<file path="config.mk">
export PLATFORM = sky130hd
export DESIGN_NAME = msort_ctrl
export DESIGN_NICKNAME = d
export VERILOG_FILES = /design/src/hw/rtl/msort_pkg.sv /design/src/hw/rtl/msort_ctrl.sv
export VERILOG_INCLUDE_DIRS = /design/src /design/src/hw/rtl
export SDC_FILE = /design/constraint.sdc
export NUM_CORES = 1
export LEC_CHECK = 0
export BUFFER_PORTS_ARGS = -buffer_cell sky130_fd_sc_hd__buf_2
export CORE_AREA = 3 3 40 42
export DETAILED_ROUTE_END_ITERATION = 10
export DIE_AREA = 0 0 43 45
export SETUP_SLACK_MARGIN = 0.1
export SLEW_MARGIN = 40
export SYNTH_ARGS = -nofsm -noshare
export SYNTH_HDL_FRONTEND = slang
export SYNTH_SLANG_ARGS = --single-unit
</file>
<file path="constraint.sdc">
create_clock -name clk -period 1.5 [get_ports clk]
set_clock_uncertainty 0.2 [all_clocks]
set_input_delay 0.45 -clock clk [delete_from_list [all_inputs] [get_ports clk]]
set_output_delay 0.45 -clock clk [all_outputs]
set_load 0.03 [all_outputs]
</file>
<file path="src/hw/rtl/merge_sorter_core_assert.svh">
// Assertion macros shared by the merge sorter modules.
// Define NO_ASSERTIONS to compile every check away.
`ifndef MERGE_SORTER_CORE_ASSERT_SVH
`define MERGE_SORTER_CORE_ASSERT_SVH

`ifndef NO_ASSERTIONS

// Check a property at every clock edge outside reset.
`define MSORT_ASSERT(label, clk, rst_n, prop) \
    label: assert property (@(posedge clk) disable iff (!rst_n) (prop)) \
        else $error("merge sorter check failed");

// Check that a condition in one cycle implies an expression in the next.
`define MSORT_ASSERT_NEXT(label, clk, rst_n, cond, expr) \
    label: assert property (@(posedge clk) disable iff (!rst_n) (cond) |=> (expr)) \
        else $error("merge sorter sequencing check failed");

`else

`define MSORT_ASSERT(label, clk, rst_n, prop)
`define MSORT_ASSERT_NEXT(label, clk, rst_n, cond, expr)

`endif

`endif

</file>
<file path="src/hw/rtl/msort_pkg.sv">
package msort_pkg;

    // Width of one element word
    localparam int DATA_W = 32;

    // Input word
    typedef struct packed {
        logic signed [DATA_W-1:0] value;
        logic                     last;
    } item_t;

    // Result word
    typedef struct packed {
        logic signed [DATA_W-1:0] sorted_value;
        logic                     end_of_set;
        logic                     truncated;
    } result_t;

    // Commands from the controller to the datapath
    typedef struct packed {
        logic load;        // store the accepted element
        logic sort_init;   // width 1, data in store A
        logic run_first;   // first run of a pass
        logic run_init;    // set read and write pointers for a run
        logic run_next;    // advance to the next run
        logic pass_end;    // double width, swap stores
        logic merge_step;  // write one merged element
        logic emit_init;   // restart read pointer for emission
        logic emit_out;    // present one result
        logic set_clear;   // drop count and overflow flag
    } cmd_t;

    // Status from the datapath to the controller
    typedef struct packed {
        logic pass_open;   // run width below element count
        logic run_open;    // run start below element count
        logic merge_open;  // write pointer below run end
        logic emit_last;   // read pointer on the final element
    } stat_t;

endpackage

</file>
<file path="src/hw/rtl/msort_ctrl.sv">
`include "merge_sorter_core_assert.svh"

module msort_ctrl (
    input  logic             clk,
    input  logic             rst_n,
    input  logic             start,
    input  logic             last,
    input  msort_pkg::stat_t stat,
    output msort_pkg::cmd_t  cmd,
    output logic             busy
);

    typedef enum logic [2:0] {
        ST_IDLE,
        ST_SORT_INIT,
        ST_PASS,
        ST_RUN,
        ST_MERGE_RD,
        ST_MERGE_WR,
        ST_EMIT_RD,
        ST_EMIT_OUT
    } state_t;

    state_t state_reg, state_next;
    logic   busy_reg;

    // Sequence load, merge passes and emission
    always_comb
    begin
        state_next = state_reg;
        cmd        = '0;
        unique case (state_reg)
            ST_IDLE:
            begin
                cmd.load = start;
                if (start && last)
                begin
                    state_next = ST_SORT_INIT;
                end
            end
            ST_SORT_INIT:
            begin
                cmd.sort_init = 1'b1;
                state_next    = ST_PASS;
            end
            ST_PASS:
            begin
                if (stat.pass_open)
                begin
                    cmd.run_first = 1'b1;
                    state_next    = ST_RUN;
                end
                else
                begin
                    cmd.emit_init = 1'b1;
                    state_next    = ST_EMIT_RD;
                end
            end
            ST_RUN:
            begin
                if (stat.run_open)
                begin
                    cmd.run_init = 1'b1;
                    state_next   = ST_MERGE_RD;
                end
                else
                begin
                    cmd.pass_end = 1'b1;
                    state_next   = ST_PASS;
                end
            end
            ST_MERGE_RD:
            begin
                if (stat.merge_open)
                begin
                    state_next = ST_MERGE_WR;
                end
                else
                begin
                    cmd.run_next = 1'b1;
                    state_next   = ST_RUN;
                end
            end
            ST_MERGE_WR:
            begin
                cmd.merge_step = 1'b1;
                state_next     = ST_MERGE_RD;
            end
            ST_EMIT_RD:
            begin
                state_next = ST_EMIT_OUT;
            end
            ST_EMIT_OUT:
            begin
                cmd.emit_out = 1'b1;
                if (stat.emit_last)
                begin
                    cmd.set_clear = 1'b1;
                    state_next    = ST_IDLE;
                end
                else
                begin
                    state_next = ST_EMIT_RD;
                end
            end
            default:
            begin
                state_next = ST_IDLE;
            end
        endcase
    end

    // Hold state and the busy flag
    always_ff @(posedge clk or negedge rst_n)
    begin
        if (!rst_n)
        begin
            state_reg <= ST_IDLE;
            busy_reg  <= 1'b0;
        end
        else
        begin
            state_reg <= state_next;
            busy_reg  <= (state_next != ST_IDLE);
        end
    end

    assign busy = busy_reg;

    `MSORT_ASSERT(a_busy_state, clk, rst_n, busy_reg == (state_reg != ST_IDLE))
    `MSORT_ASSERT_NEXT(a_done_idle, clk, rst_n, cmd.set_clear, !busy_reg)

endmodule

</file>
# After elaboration in Yosys (flattened, before gate mapping)

Index checks and enable logic that the tools add are counted.
W data, S select, Z words.

Add/subtract/negate cells: 0
Multiply operators: 0
Divide/modulo/power cells: 0
Magnitude comparators: 0
Equal/unequal tests: 7
Shift operators: 0
Multiplexer cells: 21
Bitwise operators: 0
Reductions and logical operators: 3

Operators with widths:

| cell                 | count |
|---|---|
| $pmux W3 S8          | 1 |
| $mux W3              | 5 |
| $mux W1              | 14 |
| $eq A3 B3 Y1 const B | 4 |
| $eq A3 B2 Y1 const B | 2 |
| $eq A3 B1 Y1 const B | 1 |
| $logic_not A3 Y1     | 1 |
| $reduce_bool A3 Y1   | 1 |
| $mux W2              | 1 |
| $logic_and A1 B1 Y1  | 1 |

Register bits: 4
Latch bits: 0
Bits in writable memories: 0
Memory bits (read-only): 0
Input port bits: 8
Output and inout port bits: 11
Memories kept: 0

# Depth between registers and ports, before layout

Depth in word-level cells: 4
Mapped depth: 4

# Worst setup path before layout

Ideal clock, no wire load.

Path kind: register to output
Start: register state_reg[0]
End: output cmd[2] in the netlist's numbering
Arrival time: 1738 ps
Slack: -888 ps
Cell stages (with the launch flop): 3
Path through: dfrtp_1 > dlymetal6s2s_1 > nor4b_1

RTL lines:

| item                   | line              | RTL |
|---|---|---|
| start, declared        | msort_ctrl.sv:24  | `state_t state_reg, state_next;` |
| start signal, assigned | msort_ctrl.sv:123 | `state_reg <= state_next;` |
| end, declared          | msort_ctrl.sv:9   | `output msort_pkg::cmd_t cmd,` |

==> impl_metrics.tcl <==
set metrics [dict create \
    cts_tree "yes" \
    design.final.nets 78 \
    timing.max_slew.rel_slack 0.841 \
    drt_first_pass_iters 4 \
    rsz_0062_raised_after_global_routing "yes" \
    timing.setup.critical_path_class "reg -> out" \
    grt_start_max_net_pins 8 \
    final_layout_size_suffix_gt1_frac 0.721 \
    synthTopCellsByArea "sky130_fd_sc_hd__dfrtp_1 (33%), sky130_fd_sc_hd__nor4b_1 (8.6%), sky130_fd_sc_hd__nand2_1 (6.1%)" \
    gr-usage-all-layers 0.123 \
    synthFlopType "sky130_fd_sc_hd__dfrtp_1" \
    synth-xor-area-share 0 \
    tightestPinTransition_ns 0.237 \
    element_type_at_the_critical_path_end "output port" \
    core.rowCount 13 \
    totalPowerFinal_mw 1.61 \
    synth.largest_area_cell "sky130_fd_sc_hd__dfrtp_1" \
    crit_path_cell_trace "buf_4 > nor4b_4 > buf_6" \
    vias 392 \
    fin_ws_ns -0.398 \
    cts-buffers-inserted 3 \
    run_status "finished with violations" \
    drtIter0Drc 1 \
    ctsHtreeMaxLevel 1 \
    placed_cells 74 \
    synth-adder-area-share 0 \
    synth.yosys.seq_area_share 0.328 \
    synth_compound_gate_area_share 0.143 \
    cts.reportedPaths.clkPinSlew_ns 0.03 \
    crit_path_max_incr_delay_ns 0.41 \
    cp-start-kind "flip-flop" \
    avgViaCountPerCell 4.72 \
    timing.critical_path.required_ns 0.85 \
    fraction_of_synthesized_cell_area_taken_by_the_top_area_cell_type 0.328 \
    power.static_leakage_nw 0.333 \
    instances_no_fill 83 \
    chipWidth_um 43 \
    core_area_mm2 0.00128 \
    wl_per_cell_um 13.5 \
    path_class_of_the_lowest_slack_min_delay_path "in -> reg" \
    yosys_warnings 0 \
    mux_cell_area_share_after_synthesis 0 \
    number_of_primary_i_o_pins 19 \
    max-clock-path-buffers 2 \
    syn_std_cell_area_um2 305 \
    timing.critical_path.fanout_max 4 \
    globalRoute.totalOverflow 0 \
    crit_path_top_delay_cell "sky130_fd_sc_hd__dfrtp_1" \
    clock_sink_count 4 \
    timing.final.max_slew_violations 0 \
    fill_cells 121 \
    hpwlAfterDp_um 726 \
    worst_skew_pair.late_latency_ns 0.23 \
    initial_antenna_violation_count 0 \
    die_area_mm2 0.00194 \
    timing.final.hold_violations 0 \
    dpl-instance-area_um2 544 \
    synth_edf_count 0 \
    grt_first_pass_wirelength_um 1740 \
    fmax_mhz 527 \
    violations "negative setup slack" \
    postRouteAntennaNets 0 \
    route.final.wire_length_um 1120 \
    post_synth_inst_count 35 \
    drcViolationCount 0 \
    design_area_um2 728 \
    antennaDiodeCount 0 \
    maxCapViolations 0 \
    ys_types 20 \
    crit_arrival_ns 1.25 \
    min_period_over_period 1.27 \
    portBuffers 18 \
    syn_to_final_growth_pct 139 \
    timing.final.setup_violations 11 \
    area_fraction_in_and_or_nand_and_nor_cells_after_synthesis 0.426 \
    synthesis.area_per_instance_um2 8.72 \
    post-synth-top-count-cell "sky130_fd_sc_hd__nand2_1" \
    max-vdd-ir-drop_uv 922 \
    largest_register_ffs 3 \
    die_height_um 45 \
    syn_nets 43 \
    powerDensity_mw_per_mm2 2210 \
    yosys-top-cells-count "sky130_fd_sc_hd__nand2_1 (5), sky130_fd_sc_hd__dfrtp_1 (4), sky130_fd_sc_hd__a21oi_1 (3), sky130_fd_sc_hd__nor4b_1 (3)" \
    floorplan.initialDensity 0.238 \
    layout_min_cycle_time_ns 1.90 \
    number_of_global_route_vias_before_repair 386 \
    clockRootBuffer "sky130_fd_sc_hd__clkbuf_4" \
    gpl.final_weighted_congestion 0.711 \
    main_combinational_cell_family_by_area_after_synthesis "simple AND/OR/NAND/NOR gates" \
    synth_async_sr_flop_share 1.00 \
    postSynthRegisterBits 4 \
]
-- cell families (layout without fill, tap and decap cells) --
group | after synthesis | after routing
compound gates | 7 | 7
flops | 4 | 4
buf+inv | 4 | 37
simple gates | 20 | 20
-- cells in the final DEF (no fill, tap or decap), drive strengths merged --
| master | instances |
|---|---|
| nor3b | 1 |
| a22o | 1 |
| nand3b | 2 |
| o21ai | 1 |
| buf | 31 |
| dlygate4sd3 | 1 |
| o221ai | 1 |
| nor4b | 3 |
| dfrtp | 4 |
| nor2 | 2 |
| nor3 | 1 |
| bufbuf | 1 |
| and3 | 2 |
| inv | 1 |
| and2 | 1 |
| or3 | 1 |
| a31oi | 1 |
| and4bb | 1 |
| clkbuf | 3 |
| nand2 | 5 |
| a21oi | 3 |
| and2b | 1 |
-- layout make-up --
type / instances / area, µm² / share of cell area
Clock buffer: 3 / 22.5 / 0.0309
Inverter: 1 / 3.75 / 0.00515
Multi-Input combinational cell: 27 / 259 / 0.356
Sequential cell: 4 / 101 / 0.139
Tap cell: 15 / 18.8 / 0.0258
Timing Repair Buffer: 33 / 323 / 0.443
-- power by group --
part,internal (mW),switching [mW]
Combinational,0.698,0.554
Clock,0.0891,0.0385
Sequential,0.163,0.0640
Total,0.950,0.657
-- critical path, delay by kind of cell, from the launching register on --
family,cells,cell delay (ns)
buf+inv,2,0.34
flops,1,0.41
simple gates,1,0.26
-- what timing repair did --
action	4_1_cts	5_1_grt
gates cloned	1	0
hold buffers	1	0
endpoints found under the setup margin	12	14
gates resized for setup	25	4
pin swaps	7	3
setup buffers	3	1
hold endpoints to repair	4	0
-- metal layers --
metal / vias to the layer above / routed length (µm) / track usage
li1: 195 / - / -
met1: 186 / 447 / 0.144
met2: 11 / 624 / 0.219
met3: 0 / 45 / 0.0359
met4: 0 / 0 / 0.0361
met5: - / 0 / 0
-- path summary, 6_finish.rpt --
kind / from / to / slack [ns] / cells past startpoint
hold / removal: last / state_reg[0] / 0.30 / 3
hold reg to reg: state_reg[0] / state_reg[0] / 0.51 / 2
setup / recovery: state_reg[0] / cmd[2] / -0.40 / 3
setup reg to reg: state_reg[1] / busy / -0.29 / 6
max in group asynchronous: rst_n / state_reg[1] / 0.61 / 2
min in group asynchronous: rst_n / state_reg[2] / 0.36 / 2
-- per-stage QoR --
step / setup TNS, ns / hold slack (ns) / util / setup WS [ns]
4_1_cts: -3.92 / 0.288 / 0.551 / -0.419
3_3_place_gp: -1.52 / 0.0562 / 0.424 / -0.219
6_report: -3.76 / 0.296 / 0.567 / -0.398
5_1_grt: -4.30 / 0.297 / 0.567 / -0.442
2_1_floorplan: -3.35 / -0.0456 / - / -0.468
3_5_place_dp: -1.57 / 0.0588 / 0.424 / -0.257
(Power assumes the default switching activity.)
